`config.mk`:
```
export PLATFORM = sky130hd
export DESIGN_NAME = terminal_cursor_autowrap_top
export DESIGN_NICKNAME = d
export VERILOG_FILES = /design/src/hw/rtl/tca_pkg.sv /design/src/hw/rtl/tca_config.sv /design/src/hw/rtl/tca_step.sv /design/src/hw/rtl/tca_out_buf.sv /design/src/hw/rtl/terminal_cursor_autowrap_top.sv
export SDC_FILE = /design/constraint.sdc
export NUM_CORES = 1
export LEC_CHECK = 0
export ABC_AREA = 1
export ABC_CLOCK_PERIOD_IN_PS = 8900
export BUFFER_PORTS_ARGS = -buffer_cell sky130_fd_sc_hd__buf_2
export CAP_MARGIN = 20
export CORE_MARGIN = 2
export CORE_UTILIZATION = 45
export CTS_CLUSTER_DIAMETER = 30
export CTS_CLUSTER_SIZE = 8
export DETAILED_ROUTE_END_ITERATION = 10
export GPL_TIMING_DRIVEN = 0
export HOLD_SLACK_MARGIN = 0.03
export PLACE_DENSITY = 0.69
export SLEW_MARGIN = 20
export SYNTH_ARGS = -nofsm -noshare
export SYNTH_HDL_FRONTEND = slang
export SYNTH_SLANG_ARGS = --single-unit
```
`constraint.sdc`:
```
create_clock -name aclk -period 8.9 [get_ports aclk]
set_clock_uncertainty 0.05 [all_clocks]
set_input_delay 0.89 -clock aclk [delete_from_list [all_inputs] [get_ports aclk]]
set_output_delay 0.89 -clock aclk [all_outputs]
set_load 0.02 [all_outputs]
```
`src/hw/rtl/tca_pkg.sv`:
```
// tca_pkg: shared types, codes and constants of the cursor and auto-wrap engine
// used by every module under hw/rtl; depends on nothing else
package tca_pkg;

    localparam int MAX_COLS = 256;
    localparam int MAX_ROWS = 128;
    localparam int TAB_STOP = 8;

    localparam logic [20:0] CP_BS    = 21'h08;
    localparam logic [20:0] CP_TAB   = 21'h09;
    localparam logic [20:0] CP_LF    = 21'h0A;
    localparam logic [20:0] CP_CR    = 21'h0D;
    localparam logic [20:0] CP_SPACE = 21'h20;
    localparam logic [20:0] CP_DEL   = 21'h7F;

    localparam logic [8:0] COLUMNS_RESET   = 9'd80;
    localparam logic [7:0] ROWS_RESET      = 8'd24;
    localparam logic [6:0] TOP_RESET       = 7'd0;
    localparam logic [7:0] BOTTOM_RESET    = 8'hFF;

    typedef enum logic [1:0] {
        ACT_GLYPH  = 2'd0,
        ACT_SPACER = 2'd1,
        ACT_REGION = 2'd2,
        ACT_SCREEN = 2'd3
    } action_t;

    typedef enum logic [1:0] {
        CFG_COLUMNS = 2'd0,
        CFG_ROWS    = 2'd1,
        CFG_TOP     = 2'd2,
        CFG_BOTTOM  = 2'd3
    } cfg_index_t;

    // derived screen geometry after clamping
    typedef struct packed {
        logic [8:0] cols;
        logic [7:0] rows;
        logic [6:0] bot;
        logic [6:0] shift_top;
        logic       full;
    } geom_t;

    typedef struct packed {
        logic [7:0]  attrs;
        logic [31:0] back;
        logic [31:0] fore;
        logic [1:0]  width;
        logic [20:0] code;
    } item_t;

    typedef struct packed {
        logic [6:0] row;
        logic [7:0] col;
        logic       wrap;
    } cursor_t;

    // slots: 0 line-feed or soft-wrap scroll, 1 wide-wrap scroll, 2 glyph, 3 spacer
    typedef struct packed {
        logic [3:0]  mask;
        action_t     scroll_act;
        logic [6:0]  shift_top;
        logic [6:0]  shift_bottom;
        logic [6:0]  row;
        logic [7:0]  col;
        logic [20:0] code;
        logic [31:0] fore;
        logic [31:0] back;
        logic [7:0]  attrs;
    } bundle_t;

endpackage

```
`src/hw/rtl/tca_config.sv`:
```
// tca_config: configuration registers and clamped screen geometry
// depends on tca_pkg
module tca_config (
    input  logic               aclk,
    input  logic               aresetn,
    input  logic               cfg_valid,
    output logic               cfg_ready,
    input  logic [1:0]         cfg_index,
    input  logic [8:0]         cfg_data,
    output tca_pkg::geom_t     geom
);
    import tca_pkg::*;

    logic [8:0] columns_reg;
    logic [7:0] rows_reg;
    logic [6:0] top_reg;
    logic [7:0] bottom_reg;

    logic [8:0] cols;
    logic [7:0] rows;
    logic [7:0] last_row;
    logic [6:0] bot;

    assign cfg_ready = 1'b1;

    always_ff @(posedge aclk) begin
        if (!aresetn) begin
            columns_reg <= COLUMNS_RESET;
            rows_reg    <= ROWS_RESET;
            top_reg     <= TOP_RESET;
            bottom_reg  <= BOTTOM_RESET;
        end else if (cfg_valid) begin
            unique case (cfg_index_t'(cfg_index))
                CFG_COLUMNS: columns_reg <= cfg_data;
                CFG_ROWS:    rows_reg    <= cfg_data[7:0];
                CFG_TOP:     top_reg     <= cfg_data[6:0];
                CFG_BOTTOM:  bottom_reg  <= cfg_data[7:0];
                default:     columns_reg <= columns_reg;
            endcase
        end
    end

    always_comb begin
        cols = columns_reg;
        if (cols == 9'd0) cols = 9'd1;
        if (cols > 9'(MAX_COLS)) cols = 9'(MAX_COLS);
        rows = rows_reg;
        if (rows == 8'd0) rows = 8'd1;
        if (rows > 8'(MAX_ROWS)) rows = 8'(MAX_ROWS);
        last_row = rows - 8'd1;
        // negative bottom means last row; beyond the screen clamps
        if (bottom_reg[7] || bottom_reg > last_row) bot = last_row[6:0];
        else bot = bottom_reg[6:0];
        if (bot < top_reg) bot = last_row[6:0];
        geom.cols      = cols;
        geom.rows      = rows;
        geom.bot       = bot;
        geom.shift_top = (top_reg < bot) ? top_reg : bot;
        geom.full      = (top_reg == 7'd0) && (bot == last_row[6:0]);
    end

endmodule

```
`src/hw/rtl/tca_step.sv`:
```
// tca_step: next cursor state and the result slots for one character
// depends on tca_pkg
module tca_step (
    input  tca_pkg::item_t   item,
    input  tca_pkg::cursor_t cur,
    input  tca_pkg::geom_t   geom,
    output tca_pkg::cursor_t nxt,
    output tca_pkg::bundle_t res
);
    import tca_pkg::*;

    logic [1:0] w;
    logic [6:0] row;
    logic [7:0] col;
    logic       wrap;
    logic [3:0] mask;
    logic [8:0] tab_col;
    logic [8:0] col_ext;
    logic [7:0] cell_col;

    // line feed: true when the region bottom is passed
    function automatic logic lf_scroll(input logic [6:0] r, input logic [6:0] b);
        return ({1'b0, r} + 8'd1) > {1'b0, b};
    endfunction

    function automatic logic [6:0] lf_row(input logic [6:0] r, input logic [6:0] b);
        logic [7:0] n;
        n = {1'b0, r} + 8'd1;
        return (n > {1'b0, b}) ? b : n[6:0];
    endfunction

    always_comb begin
        w = (item.width == 2'd3) ? 2'd2 : item.width;
        row = cur.row;
        col = cur.col;
        wrap = cur.wrap;
        mask = 4'b0000;
        tab_col = 9'd0;
        col_ext = 9'd0;
        cell_col = 8'd0;
        if (item.code == CP_LF) begin
            col = 8'd0;
            wrap = 1'b0;
            mask[0] = lf_scroll(row, geom.bot);
            row = lf_row(row, geom.bot);
        end else if (item.code == CP_CR) begin
            col = 8'd0;
            wrap = 1'b0;
        end else if (item.code == CP_BS) begin
            if (wrap) wrap = 1'b0;
            else if (col != 8'd0) col = col - 8'd1;
        end else if (item.code == CP_TAB) begin
            wrap = 1'b0;
            tab_col = ({1'b0, col} & ~9'(TAB_STOP - 1)) + 9'(TAB_STOP);
            if (tab_col >= geom.cols) tab_col = geom.cols - 9'd1;
            col = tab_col[7:0];
        end else if (item.code < CP_SPACE || item.code == CP_DEL) begin
            col = cur.col;
        end else begin
            if (wrap) begin
                col = 8'd0;
                mask[0] = lf_scroll(row, geom.bot);
                row = lf_row(row, geom.bot);
                wrap = 1'b0;
            end
            if (w != 2'd0) begin
                // a wide glyph never straddles the right edge
                if (w == 2'd2 && {1'b0, col} == geom.cols - 9'd1) begin
                    col = 8'd0;
                    mask[1] = lf_scroll(row, geom.bot);
                    row = lf_row(row, geom.bot);
                end
                if ({1'b0, row} < geom.rows && {1'b0, col} < geom.cols) begin
                    mask[2] = 1'b1;
                    mask[3] = (w == 2'd2) && ({1'b0, col} + 9'd1 < geom.cols);
                end
                col_ext = {1'b0, col} + {7'd0, w};
                cell_col = col;
                if (col_ext >= geom.cols) wrap = 1'b1;
                else col = col_ext[7:0];
            end
        end

        res.mask         = mask;
        res.scroll_act   = geom.full ? ACT_SCREEN : ACT_REGION;
        res.shift_top    = geom.full ? 7'd0 : geom.shift_top;
        res.shift_bottom = geom.bot;
        res.row          = row;
        res.col          = cell_col;
        res.code         = item.code;
        res.fore         = item.fore;
        res.back         = item.back;
        res.attrs        = item.attrs;
        nxt.row  = row;
        nxt.col  = col;
        nxt.wrap = wrap;
    end

endmodule

```
`src/hw/rtl/tca_out_buf.sv`:
```
// tca_out_buf: holds the result slots of one character and sends them in order
// depends on tca_pkg
module tca_out_buf (
    input  logic              aclk,
    input  logic              aresetn,
    input  logic              load,
    input  tca_pkg::bundle_t  res,
    output logic              can_load,
    output logic              m_tvalid,
    input  logic              m_tready,
    output logic [127:0]      m_tdata,   // row, col, code, fore, back, attrs, shift_top, shift_bottom
    output logic [1:0]        m_tuser,   // action
    output logic              m_tlast
);
    import tca_pkg::*;

    logic [3:0]  mask_reg;
    bundle_t     data_reg;
    logic [3:0]  low_bit;
    logic [3:0]  rest;
    logic        pop;
    logic [6:0]  o_row;
    logic [7:0]  o_col;
    logic [20:0] o_code;
    logic [31:0] o_fore;
    logic [31:0] o_back;
    logic [7:0]  o_attrs;
    logic [6:0]  o_top;
    logic [6:0]  o_bottom;
    action_t     o_act;

    assign low_bit  = mask_reg & (~mask_reg + 4'd1);
    assign rest     = mask_reg & ~low_bit;
    assign m_tvalid = (mask_reg != 4'd0);
    assign m_tlast  = (rest == 4'd0);
    assign pop      = m_tvalid && m_tready;
    assign can_load = !m_tvalid || (pop && m_tlast);

    always_ff @(posedge aclk) begin
        if (!aresetn) begin
            mask_reg <= 4'd0;
        end else if (load) begin
            mask_reg <= res.mask;
        end else if (pop) begin
            mask_reg <= rest;
        end
    end

    always_ff @(posedge aclk) begin
        if (load) begin
            data_reg <= res;
        end
    end

    always_comb begin
        o_act    = ACT_GLYPH;
        o_row    = 7'd0;
        o_col    = 8'd0;
        o_code   = 21'd0;
        o_fore   = 32'd0;
        o_back   = 32'd0;
        o_attrs  = 8'd0;
        o_top    = 7'd0;
        o_bottom = 7'd0;
        case (low_bit)
            4'b0001, 4'b0010: begin
                o_act    = data_reg.scroll_act;
                o_top    = data_reg.shift_top;
                o_bottom = data_reg.shift_bottom;
            end
            4'b0100, 4'b1000: begin
                o_act   = low_bit[3] ? ACT_SPACER : ACT_GLYPH;
                o_row   = data_reg.row;
                o_col   = data_reg.col + {7'd0, low_bit[3]};
                o_code  = low_bit[3] ? 21'd0 : data_reg.code;
                o_fore  = data_reg.fore;
                o_back  = data_reg.back;
                o_attrs = data_reg.attrs;
            end
            default: o_act = ACT_GLYPH;
        endcase
    end

    assign m_tuser = o_act;
    assign m_tdata = {6'd0, o_bottom, o_top, o_attrs, o_back, o_fore, o_code, o_col, o_row};

endmodule

```
`src/hw/rtl/terminal_cursor_autowrap_top.sv`:
```
// terminal_cursor_autowrap_top: cursor and auto-wrap engine with scroll region
// an accepted word is held in the input register, then in the result slot buffer
// throughput: one word per cycle while m_tready is high and no character has more
// than one result; the input register and the result slot buffer part the two sides
// reset: synchronous active-low aresetn clears the cursor, the wrap flag and both
// valid flags, and restores the register defaults; depends on tca_pkg and submodules
module terminal_cursor_autowrap_top (
    input  logic         aclk,
    input  logic         aresetn,
    input  logic         s_tvalid,
    output logic         s_tready,
    input  logic [95:0]  s_tdata,   // code_point, glyph_width, fore_colour, back_colour, attr_bits
    output logic         m_tvalid,
    input  logic         m_tready,
    output logic [127:0] m_tdata,   // cell_row, cell_col, cell_code, cell_fore, cell_back,
                                    // cell_attrs, shift_top, shift_bottom
    output logic [1:0]   m_tuser,   // action
    output logic         m_tlast,
    input  logic         cfg_valid,
    output logic         cfg_ready,
    input  logic [1:0]   cfg_index,
    input  logic [8:0]   cfg_data
);
    import tca_pkg::*;

    logic     in_valid_reg;
    item_t    item_reg;
    cursor_t  cursor_reg;
    cursor_t  cursor_next;
    geom_t    geom;
    bundle_t  res;
    logic     can_load;
    logic     xfer;

    assign xfer     = in_valid_reg && can_load;
    assign s_tready = !in_valid_reg || can_load;

    tca_config u_config (
        .aclk      (aclk),
        .aresetn   (aresetn),
        .cfg_valid (cfg_valid),
        .cfg_ready (cfg_ready),
        .cfg_index (cfg_index),
        .cfg_data  (cfg_data),
        .geom      (geom)
    );

    tca_step u_step (
        .item (item_reg),
        .cur  (cursor_reg),
        .geom (geom),
        .nxt  (cursor_next),
        .res  (res)
    );

    tca_out_buf u_out_buf (
        .aclk     (aclk),
        .aresetn  (aresetn),
        .load     (xfer),
        .res      (res),
        .can_load (can_load),
        .m_tvalid (m_tvalid),
        .m_tready (m_tready),
        .m_tdata  (m_tdata),
        .m_tuser  (m_tuser),
        .m_tlast  (m_tlast)
    );

    always_ff @(posedge aclk) begin
        if (!aresetn) begin
            in_valid_reg <= 1'b0;
            cursor_reg   <= '0;
        end else begin
            if (s_tvalid && s_tready) in_valid_reg <= 1'b1;
            else if (xfer) in_valid_reg <= 1'b0;
            if (xfer) cursor_reg <= cursor_next;
        end
    end

    always_ff @(posedge aclk) begin
        if (s_tvalid && s_tready) begin
            item_reg.code  <= s_tdata[20:0];
            item_reg.width <= s_tdata[22:21];
            item_reg.fore  <= s_tdata[54:23];
            item_reg.back  <= s_tdata[86:55];
            item_reg.attrs <= s_tdata[94:87];
        end
    end

    // a held word is never dropped while the result buffer is busy
    a_hold: assert property (@(posedge aclk) disable iff (!aresetn)
        in_valid_reg && !can_load |=> in_valid_reg)
        else $error("input word lost while result buffer busy");

    // taking a new word while one is held needs the buffer to take the held one
    a_ready: assert property (@(posedge aclk) disable iff (!aresetn)
        s_tready && in_valid_reg |-> can_load)
        else $error("input ready while held word cannot move on");

    // a whole-screen scroll always starts at the top row
    a_screen: assert property (@(posedge aclk) disable iff (!aresetn)
        m_tvalid && m_tuser == ACT_SCREEN |-> m_tdata[114:108] == 7'd0)
        else $error("screen scroll with non-zero shift top");

    // cursor row stays below MAX_ROWS, the largest screen height
    a_row: assert property (@(posedge aclk) disable iff (!aresetn)
        xfer |=> {1'b0, cursor_reg.row} < 8'(MAX_ROWS))
        else $error("cursor row beyond screen limit");

endmodule

```
---- Word-level counts from Yosys, hierarchy flattened ----
Cells that the tools add are included.
word-level totals
  bits in registers ....................... 272
  input bits .............................. 112
  output and inout port bits .............. 134
operators by class
  add/sub/neg operators ................... 10
  magnitude comparators ................... 13
  eq/ne operators ......................... 19
  mux-type cells .......................... 85
  bitwise gates (word level) .............. 5
  reductions and logical operators ........ 33
operators by type and width
  cell                 number
  $mux 8               27
  $mux 7               27
  $eq 21x4->1 const B  4
  $mux 32              2
  $mux 21              2
  $mux 4               6
  $eq 21x7->1 const B  1
  $lt 21x6->1 const B  1
  $ge 9x9->1           2
  $mux 9               2
  $add 7x1->8 const B  2
  $gt 8x7->1           2
  $sub 8x1->8 const B  2
  $lt 7x7->1           2
  $mux 1               14
  $reduce_and 2->1     5
  $add 8x1->9 const B  1
  $add 8x2->9          1
  $add 8x4->9 const B  1
  $eq 8x9->1           1
  $gt 9x9->1 const B   1
  $logic_not 9->1      1
  $lt 8x9->1           1
  $lt 9x9->1           1
  34 further kinds     56

---- Longest topological paths before layout ----
Gate-level depths: netlist of run 1.
  word-level depth ........................ 38
  depth in mapped cells ................... 67
  mapped depth without buffers ............ 64

---- Hierarchy ----
Synthesis of run 1 repeated with hierarchy kept, for this count alone.
second synthesis, totals
  cells, all modules ...................... 1843
  area total of the unflattened synthesis .. 16193.0 um^2
by module, submodules not included
  module                        times used  cells an instance  area an instance (um^2)
  tca_out_buf                   1           456                5416.4
  tca_step                      1           826                4855.9
  terminal_cursor_autowrap_top  1           204                3564.7
  tca_config                    1           357                2356.0

---- Worst setup path after synthesis of run 1 ----
Ideal clock, no wire load.
  kind .................................... reg-to-reg
  start point ............................. register u_config.rows_reg[4]
  end point ............................... register u_out_buf.mask_reg[2]
  data arrival time ....................... 8.024 ns
  data required time ...................... 8.780 ns
  setup slack ............................. 0.756 ns
  stages on the path, launching flop included .. 60
  path buffers ............................ 3
  period minus slack after synthesis ...... 8.144 ns
  path through ............................ dfxtp_1 > nor3_2 > nand4_2 > nand2_2 > nand2_1 > ha_1 > nand2_1 > xor2_1 > inv_1 > ha_1 > nand2_1 > nor2_1 > nand4_1 > nand2_1 > nand2_2 > buf_2 > o21ai_0 > ha_1 > [... 24 more ...] > nand3_1 > nand3b_1 > xnor2_1 > ha_1 > nand3_1 > a21oi_2 > nand2_2 > nand2_2 > nand2_4 > inv_4 > nand2_1 > a21oi_2 > ha_1 > a21oi_1 > o21ai_0 > nor4_1 > nand3_1 > a21oi_1
RTL lines
  what                    RTL line           source
  start, declared         tca_config.sv:15   logic [7:0] rows_reg;
  start signal, assigned  tca_config.sv:35   CFG_ROWS: rows_reg <= cfg_data[7:0];
  end signal, assigned    tca_out_buf.sv:43  mask_reg <= res.mask;
  end signal, assigned    tca_out_buf.sv:45  mask_reg <= rest;
  end, declared           tca_out_buf.sv:17  logic [3:0] mask_reg;

==> impl_metrics.json, run 1 <==
{
  "synth_top_area_cell": "edfxtp_1",
  "cts_sinks": 271,
  "drc": 0,
  "synth_edf_count": 218,
  "synth_area_um2": 14200,
  "mostFrequentLayoutCell": "inv_1",
  "fin_crit_sh_pct": 95.3,
  "synth_compound_area_share_pct": 10.1,
  "globalRouteTotalUtil_pct": 22.1,
  "yosys_most_used_dff": "edfxtp_1",
  "die_y_um": 182,
  "p_leak_nw": 8.62,
  "vias": 11500,
  "status": "finished, final reports clean",
  "cts.clk_slew.worst_paths_ns": 0.05,
  "final_cell_mix": "inv_1 (258), buf_2 (236), nor2_1 (225)",
  "grt_max_degree": 75,
  "ios": 246,
  "synthXorXnorAreaFrac_pct": 2.70,
  "crit_slowest_cell": "dfxtp_1",
  "num_rows": 65,
  "hp-class": "reg2reg",
  "setup_viol": 0,
  "synthSimpleGateAreaFrac_pct": 17.7,
  "firstDrtPassIters": 5,
  "dp_cells": 2178,
  "hold_viol": 0,
  "hpwl_um": 27500,
  "synth_area_leaders": "edfxtp_1 (46%), dfxtp_1 (7.5%), inv_1 (7.0%)",
  "place_congestion": 0.927,
  "max_freq_mhz": 118,
  "fin_cells": 2309,
  "wire_per_inst_um": 16.0,
  "coreArea_um2": 31300,
  "synthMuxAreaShare_pct": 0,
  "design_area_um2": 18400,
  "power_density_nw_per_um2": 274,
  "drive_above_1_share_pct": 23.9,
  "place_ws_ns": -1.21,
  "whs_ns": 0.358,
  "final.fill_count": 2676,
  "synth_top_family_by_area": "simple AND/OR/NAND/NOR gates",
  "vias_per_cell": 4.97,
  "fin_crit_ns": 8.48,
  "irDropWorstVdd_mv": 0.173,
  "antenna_found_initial": 4,
  "wl_um": 37000,
  "netlist_instances": 1532,
  "cts_tree": "done",
  "synth.avg_cell_area_um2": 9.28,
  "dieArea_um2": 33000,
  "ys_types": 61,
  "port_buffers": 236,
  "startpoint_type": "flop",
  "largest_register_ffs": 123,
  "die_w_um": 182,
  "final_nets": 2046,
  "crit_path_max_fanout": 10,
  "setup_slack_ns": 0.422,
  "worst_pin_slew_ns": 0.854,
  "max_slew_margin_pct": 42.9,
  "ys_seq_elements": 271,
  "netlist.area_leader.share_pct": 46.1,
  "grt_pass1_vias": 11300,
  "area_growth_pct": 29.3,
  "htree_levels": 2,
  "worst_setup_path_end_kind": "flop",
  "insertion_delay_ns": 0.58,
  "overflow": 0,
  "drtIter0Drc": 636,
  "cts_buffers": 59,
  "crit_path_max_incr_delay_ns": 0.33,
  "finalMaxSlewViolations": 0,
  "worstPathArrival_ns": 8.93,
  "multi_input_area_um2": 5550,
  "async_flop_share_pct": 0,
  "cts_root_buf": "clkbuf_16",
  "ant_nets": 0,
  "yosysSeqAreaShare_pct": 53.5,
  "clock_path_buffers": 3,
  "synthAdderAreaFrac_pct": 7.01,
  "placed_area_um2": 16000,
  "drv_cap": 0,
  "crit_type": "reg2reg",
  "crit_required_ns": 9.35,
  "yosysWarnings": 0,
  "seq_area_um2": 7610,
  "grt_pass1_wl_um": 58100,
  "floorplan.initialDensity_pct": 45.4
}
[final timing paths]
check / end / depth (start not counted) / startpoint / slack [ns]
hold reg to reg: u_out_buf.data_reg[34] / 0 / item_reg[81] / 0.36
setup reg to reg: u_out_buf.mask_reg[3] / 55 / u_config.rows_reg[6] / 0.42
hold / removal: u_out_buf.data_reg[34] / 0 / item_reg[81] / 0.36
setup / recovery: u_out_buf.mask_reg[3] / 55 / u_config.rows_reg[6] / 0.42
[power by group]
group / internal [mW] / switching (mW) / leakage, nW
Sequential: 1.52 / 0.0498 / 2.52
Combinational: 0.419 / 0.879 / 5.14
Clock: 1.47 / 0.693 / 0.968
Total: 3.41 / 1.62 / 8.62
[metrics by stage]
step	util [%]	setup TNS, ns	total power [mW]
floorplan	-	0	2.40
global placement	50.8	-6.06	2.77
detailed placement	51.1	-9.47	2.80
CTS	58.1	0	5.02
global route	58.7	-0.131	5.28
finish	58.7	0	5.03
[critical path: cells and delay by family, from the launching register on]
| kind | cells | cell delay, ns |
|---|---|---|
| AO/OA/AOI/OAI | 11 | 1.51 |
| XOR/XNOR | 2 | 0.37 |
| adder cells (fa/ha/maj) | 7 | 1.85 |
| buffers and inverters | 7 | 0.90 |
| flip-flops | 1 | 0.33 |
| AND/OR/NAND/NOR | 28 | 3.38 |
[cells by family after synthesis]
| group | Yosys count |
|---|---|
| compound gates | 250 |
| buf+inv | 319 |
| fa+ha+maj | 79 |
| xor+xnor | 43 |
| simple gates | 568 |
| flops | 271 |
| other cells | 2 |
[layout make-up]
| cell class | count | area share [%] |
|---|---|---|
| Clock inverter | 42 | 2.83 |
| Clock buffer | 68 | 8.22 |
| Timing Repair Buffer | 256 | 7.46 |
| Buffer | 43 | 1.38 |
| Tap cell | 402 | 2.74 |
| Inverter | 276 | 5.69 |
| Antenna cell | 3 | 0.0409 |
| Sequential cell | 271 | 41.4 |
| Multi-Input combinational cell | 948 | 30.2 |
[cells in the mapped netlist (7+ instances only)]
library cell  count
a211oi_1         11
a21oi_1          95
buf_4            10
clkbuf_1         29
dfxtp_1          53
edfxtp_1        218
ha_1             78
inv_1           265
nand2_1         185
nand2_2          21
nand3_1          50
nand4_1          18
nor2_1          227
nor3_1           22
nor4_1           11
o211ai_1         11
o21ai_0          80
o21ai_1          14
o21ai_2           7
xor2_1           36
[routing by layer]
metal	share of wire, %	track usage [%]	wire [µm]	vias up
li1	-	-	-	5768
met1	43	28.0	15800	5300
met5	0	0	0	-
met2	49	38.3	18100	338
met4	3.1	8.39	1160	0
met3	5.3	3.29	1950	77
[timing repair]
item                                    4_1_cts  5_1_grt
pin swaps                                     7       12
hold buffers                                  0        0
buffers inserted                              8       10
resized for setup                            30       22
endpoints found under the setup margin       17        3
Power figures use the tool's default switching activity.
==> run 2, diff against run 1 <==
--- a/config.mk
+++ b/config.mk
@@ -14,9 +14,8 @@
 export CTS_CLUSTER_DIAMETER = 30
 export CTS_CLUSTER_SIZE = 8
 export DETAILED_ROUTE_END_ITERATION = 10
-export GPL_TIMING_DRIVEN = 0
 export HOLD_SLACK_MARGIN = 0.03
-export PLACE_DENSITY = 0.69
+export PLACE_DENSITY = 0.66
 export SLEW_MARGIN = 20
 export SYNTH_ARGS = -nofsm -noshare
 export SYNTH_HDL_FRONTEND = slang
==> impl_metrics.json, run 2 (synthesis results as in run 1) <==
{
  "status": "finished, final reports clean",
  "wl_um": 35700,
  "final_util_pct": 58.0,
  "setup_slack_ns": 0.566,
  "placed_area_um2": 15900,
  "grt_pass1_wl_um": 56500,
  "cts_tree": "done",
  "finalMaxSlewViolations": 0,
  "power_density_nw_per_um2": 280,
  "floorplan.initialDensity_pct": 45.4,
  "final.fill_count": 2718,
  "coreArea_um2": 31300,
  "crit_path_max_incr_delay_ns": 0.34,
  "worst_pin_slew_ns": 1.01,
  "grt_pass1_vias": 11200,
  "vias": 11500,
  "ant_nets": 0,
  "globalRouteTotalUtil_pct": 21.3,
  "hold_end": "u_out_buf.data_reg[43]",
  "antenna_found_initial": 3,
  "dp_cells": 2159,
  "holdCritStartpoint": "item_reg[26]",
  "final_nets": 2012,
  "ff2ff_setup_slack_ns": 0.57,
  "clock_path_buffers": 3,
  "hp-class": "reg2reg",
  "irDropWorstVdd_mv": 0.173,
  "worstPathArrival_ns": 8.77,
  "whs_ns": 0.342,
  "startpoint_type": "flop",
  "r2r_cells": 59,
  "max_freq_mhz": 120,
  "die_w_um": 182,
  "place_ws_ns": 0.140,
  "port_buffers": 237,
  "hold_buffers": 0,
  "drtIter0Drc": 790,
  "setup_viol": 0,
  "die_y_um": 182,
  "firstDrtPassIters": 6,
  "hold_path_depth": 0,
  "fin_crit_sh_pct": 93.6,
  "cpMostUsedCell": "nand2_1",
  "hold_viol": 0,
  "worst_setup_path_end_kind": "flop",
  "crit_path_max_fanout": 14,
  "crit_buf_inv": 6,
  "design_area_um2": 18100,
  "cts_buffers": 57,
  "insertion_delay_ns": 0.58,
  "cts_root_buf": "clkbuf_16",
  "mostFrequentLayoutCell": "inv_1",
  "cts.clk_slew.worst_paths_ns": 0.05,
  "place_congestion": 0.914,
  "r2r-start": "u_config.rows_reg[6]",
  "drv_cap": 0,
  "final_cell_mix": "inv_1 (262), buf_2 (237), nor2_1 (225)",
  "dieArea_um2": 33000,
  "vias_per_cell": 5.06,
  "drive_above_1_share_pct": 23.6,
  "fin_cells": 2271,
  "path_delay_family": "simple AND/OR/NAND/NOR gates",
  "ios": 246,
  "hpwl_um": 26300,
  "cts_sinks": 271,
  "crit_required_ns": 9.34,
  "largest_register_ffs": 123,
  "p_leak_nw": 8.56,
  "overflow": 0,
  "wire_per_inst_um": 15.7,
  "fin_crit_ns": 8.33,
  "drc": 0,
  "area_growth_pct": 27.7,
  "max_slew_margin_pct": 32.4,
  "num_rows": 65,
  "crit_slowest_cell": "nor4_2",
  "grt_max_degree": 87,
  "r2r-end": "u_out_buf.mask_reg[2]",
  "htree_levels": 2,
  "crit_type": "reg2reg"
}
[run 2: cell count changes in the layout (fill, tap and decap cells not counted), sizes merged]
cell,change
bufinv,+4
clkinv,-9
nand2,+1
inv,-1
clkbuf,-31
buf,-2
[run 2: stage by stage]
| stage | TNS, ns | power [mW] |
|---|---|---|
| floorplan | 0 | 2.40 |
| finish | 0 | 5.09 |
| global route | -0.112 | 5.33 |
| CTS | 0 | 5.10 |
| global placement | 0 | 2.77 |
| detailed placement | 0 | 2.80 |
[run 2: what timing repair did]
item                                    in CTS  in global routing
setup buffers                                0                  4
endpoints found under the setup margin       0                 13
resized for setup                            0                 23
[run 2: report_power, final]
part | switching [mW] | internal, mW | leakage [nW]
registers | 0.0508 | 1.52 | 2.52
clock network | 0.683 | 1.60 | 1.02
logic | 0.846 | 0.394 | 5.03
total | 1.58 | 3.51 | 8.56
[run 2: worst reg2reg max path: cells and delay by family, from the launching register on]
kind | cells | cell delay (ns)
and+or+nand+nor | 34 | 3.53
adders and majority gates | 7 | 1.87
AOI/OAI and AO/OA | 10 | 1.45
buffers and inverters | 6 | 0.64
xor gates and xnor gates | 2 | 0.40
DFF | 1 | 0.33
[run 2: worst max path at each step]
stage | from | to | slack (ns) | cells after the start
5_1_grt | u_config.rows_reg[6] | u_out_buf.mask_reg[3] | -0.07 | 59
2_1_floorplan | u_config.rows_reg[4] | u_out_buf.mask_reg[2] | 0.76 | 59
6_report | u_config.rows_reg[6] | u_out_buf.mask_reg[2] | 0.57 | 59
3_5_place_dp | u_config.rows_reg[4] | u_out_buf.mask_reg[2] | 0.14 | 56
4_1_cts | u_config.rows_reg[4] | u_out_buf.mask_reg[2] | 0.08 | 56
3_3_place_gp | u_config.rows_reg[4] | u_out_buf.mask_reg[2] | 0.44 | 57
[run 2: final cells by class]
type	count	area [µm²]	share of cell area (%)
sequential	271	7610	41.9
multi-input combinational	949	5470	30.1
inverter	276	1040	5.73
clock inverter	36	589	3.25
tap	402	503	2.77
clock buffer	68	1530	8.43
timing repair buffer	266	1400	7.74
antenna	3	7.51	0.0414
[run 2: metal layers]
metal	track usage, %	routed length, µm	vias to the layer above
met3	3.31	2220	83
met2	36.3	17200	417
met1	27.5	15100	5286
met4	8.39	1160	0
li1	-	-	5698
met5	0	0	-
==> run 3, diff against run 2 <==
--- a/config.mk
+++ b/config.mk
@@ -15,7 +15,8 @@
 export CTS_CLUSTER_SIZE = 8
 export DETAILED_ROUTE_END_ITERATION = 10
 export HOLD_SLACK_MARGIN = 0.03
-export PLACE_DENSITY = 0.66
+export PLACE_DENSITY_LB_ADDON = 0.25
+export SETUP_SLACK_MARGIN = 0.05
 export SLEW_MARGIN = 20
 export SYNTH_ARGS = -nofsm -noshare
 export SYNTH_HDL_FRONTEND = slang
==> impl_metrics.json, run 3 (synthesis results as in run 1) <==
{
  "status": "finished, final reports clean",
  "worst_setup_path_end_kind": "flop",
  "hp-class": "reg2reg",
  "vias": 11400,
  "cts_buffers": 60,
  "overflow": 0,
  "startpoint_type": "flop",
  "placed_area_um2": 15900,
  "vias_per_cell": 5.03,
  "cts_sinks": 271,
  "design_area_um2": 18000,
  "grt_max_degree": 87,
  "coreArea_um2": 31300,
  "ios": 246,
  "fin_setup_tns_ns": 0,
  "fin_crit_sh_pct": 91.2,
  "hold_buffers": 0,
  "whs_ns": 0.361,
  "mostFrequentLayoutCell": "inv_1",
  "rsz0062_at_grt": "no",
  "final_util_pct": 57.6,
  "crit_slowest_cell": "dfxtp_1",
  "floorplan.initialDensity_pct": 45.4,
  "holdCritStartpoint": "item_reg[83]",
  "final_cell_mix": "inv_1 (263), buf_2 (237), nor2_1 (224)",
  "hpwl_um": 26300,
  "hold_viol": 0,
  "grt_pass1_wl_um": 55700,
  "final.fill_count": 2776,
  "crit_type": "reg2reg",
  "fin_crit_ns": 8.12,
  "worstPathArrival_ns": 8.57,
  "max_freq_mhz": 123,
  "htree_levels": 2,
  "crit_required_ns": 9.35,
  "place_congestion": 0.947,
  "cts.clk_slew.worst_paths_ns": 0.05,
  "dieArea_um2": 33000,
  "largest_register_ffs": 123,
  "antenna_found_initial": 1,
  "port_buffers": 237,
  "setup_slack_ns": 0.783,
  "globalRouteTotalUtil_pct": 21.2,
  "grt_pass1_vias": 11100,
  "drtIter0Drc": 772,
  "cts_root_buf": "clkbuf_16",
  "firstDrtPassIters": 7,
  "num_rows": 65,
  "area_growth_pct": 26.8,
  "drive_above_1_share_pct": 23.3,
  "path_delay_family": "simple AND/OR/NAND/NOR gates",
  "crit_path_max_fanout": 12,
  "clock_path_buffers": 3,
  "max_slew_margin_pct": 30.5,
  "crit_start": "u_config.rows_reg[4]",
  "insertion_delay_ns": 0.57,
  "cts_tree": "done",
  "crit_path_max_incr_delay_ns": 0.33,
  "die_w_um": 182,
  "wire_per_inst_um": 15.6,
  "finalMaxSlewViolations": 0,
  "place_ws_ns": 0.261,
  "die_y_um": 182,
  "ant_nets": 0,
  "setup_viol": 0,
  "drv_cap": 0,
  "drc": 0,
  "final_nets": 2011,
  "power_density_nw_per_um2": 275,
  "worst_pin_slew_ns": 1.04,
  "irDropWorstVdd_mv": 0.165,
  "crit_buf_inv": 8,
  "p_leak_nw": 8.51,
  "cpMostUsedCell": "nand2_1",
  "wl_um": 35500,
  "r2r-start": "u_config.rows_reg[4]"
}
run 3: layout make-up:
class | count | area (µm²) | area share [%]
antenna | 2 | 5.00 | 0.0278
clock buffer | 70 | 1580 | 8.78
clock inverter | 39 | 465 | 2.58
inverter | 276 | 1040 | 5.77
multi-input combinational | 949 | 5440 | 30.2
sequential | 271 | 7610 | 42.2
tap | 402 | 503 | 2.79
timing repair buffer | 262 | 1370 | 7.62
run 3: worst paths after layout:
path              cells after the start  slack, ns                endpoint
setup / recovery                     60       0.78   u_out_buf.mask_reg[3]
hold / removal                        0       0.36  u_out_buf.data_reg[36]
setup reg to reg                     60       0.78   u_out_buf.mask_reg[3]
hold reg to reg                       0       0.36  u_out_buf.data_reg[36]
run 3: metal layers:
metal  wire length (µm)  track usage, %
met1              15100            26.4
met2              17200            36.2
met3               2080            4.15
met4               1140            8.36
met5                  0               0
run 3: through the flow:
stage / instances / total power, mW
6_report: 2271 / 4.96
5_1_grt: 2270 / 5.21
4_1_cts: 2266 / 4.99
3_5_place_dp: 2157 / 2.81
3_3_place_gp: 2157 / 2.78
2_1_floorplan: 1538 / 2.40
run 3: worst register-to-register path: cells and delay by family, from the launching register on:
kind,cells,cell delay (ns)
AO/OA/AOI/OAI,10,1.50
XOR/XNOR,2,0.33
adder cells (fa/ha/maj),6,1.64
buffers and inverters,8,0.91
flip-flops,1,0.33
AND/OR/NAND/NOR,34,3.26
run 3: repair_timing:
item,in CTS,in global routing
setup buffers,0,2
setup endpoints to repair,0,16
hold endpoints to repair,0,0
gates resized for setup,0,17
run 3: power breakdown:
part           switching, mW  internal [mW]
sequential            0.0498           1.52
combinational          0.844          0.386
clock                  0.693           1.47
total                   1.59           3.37
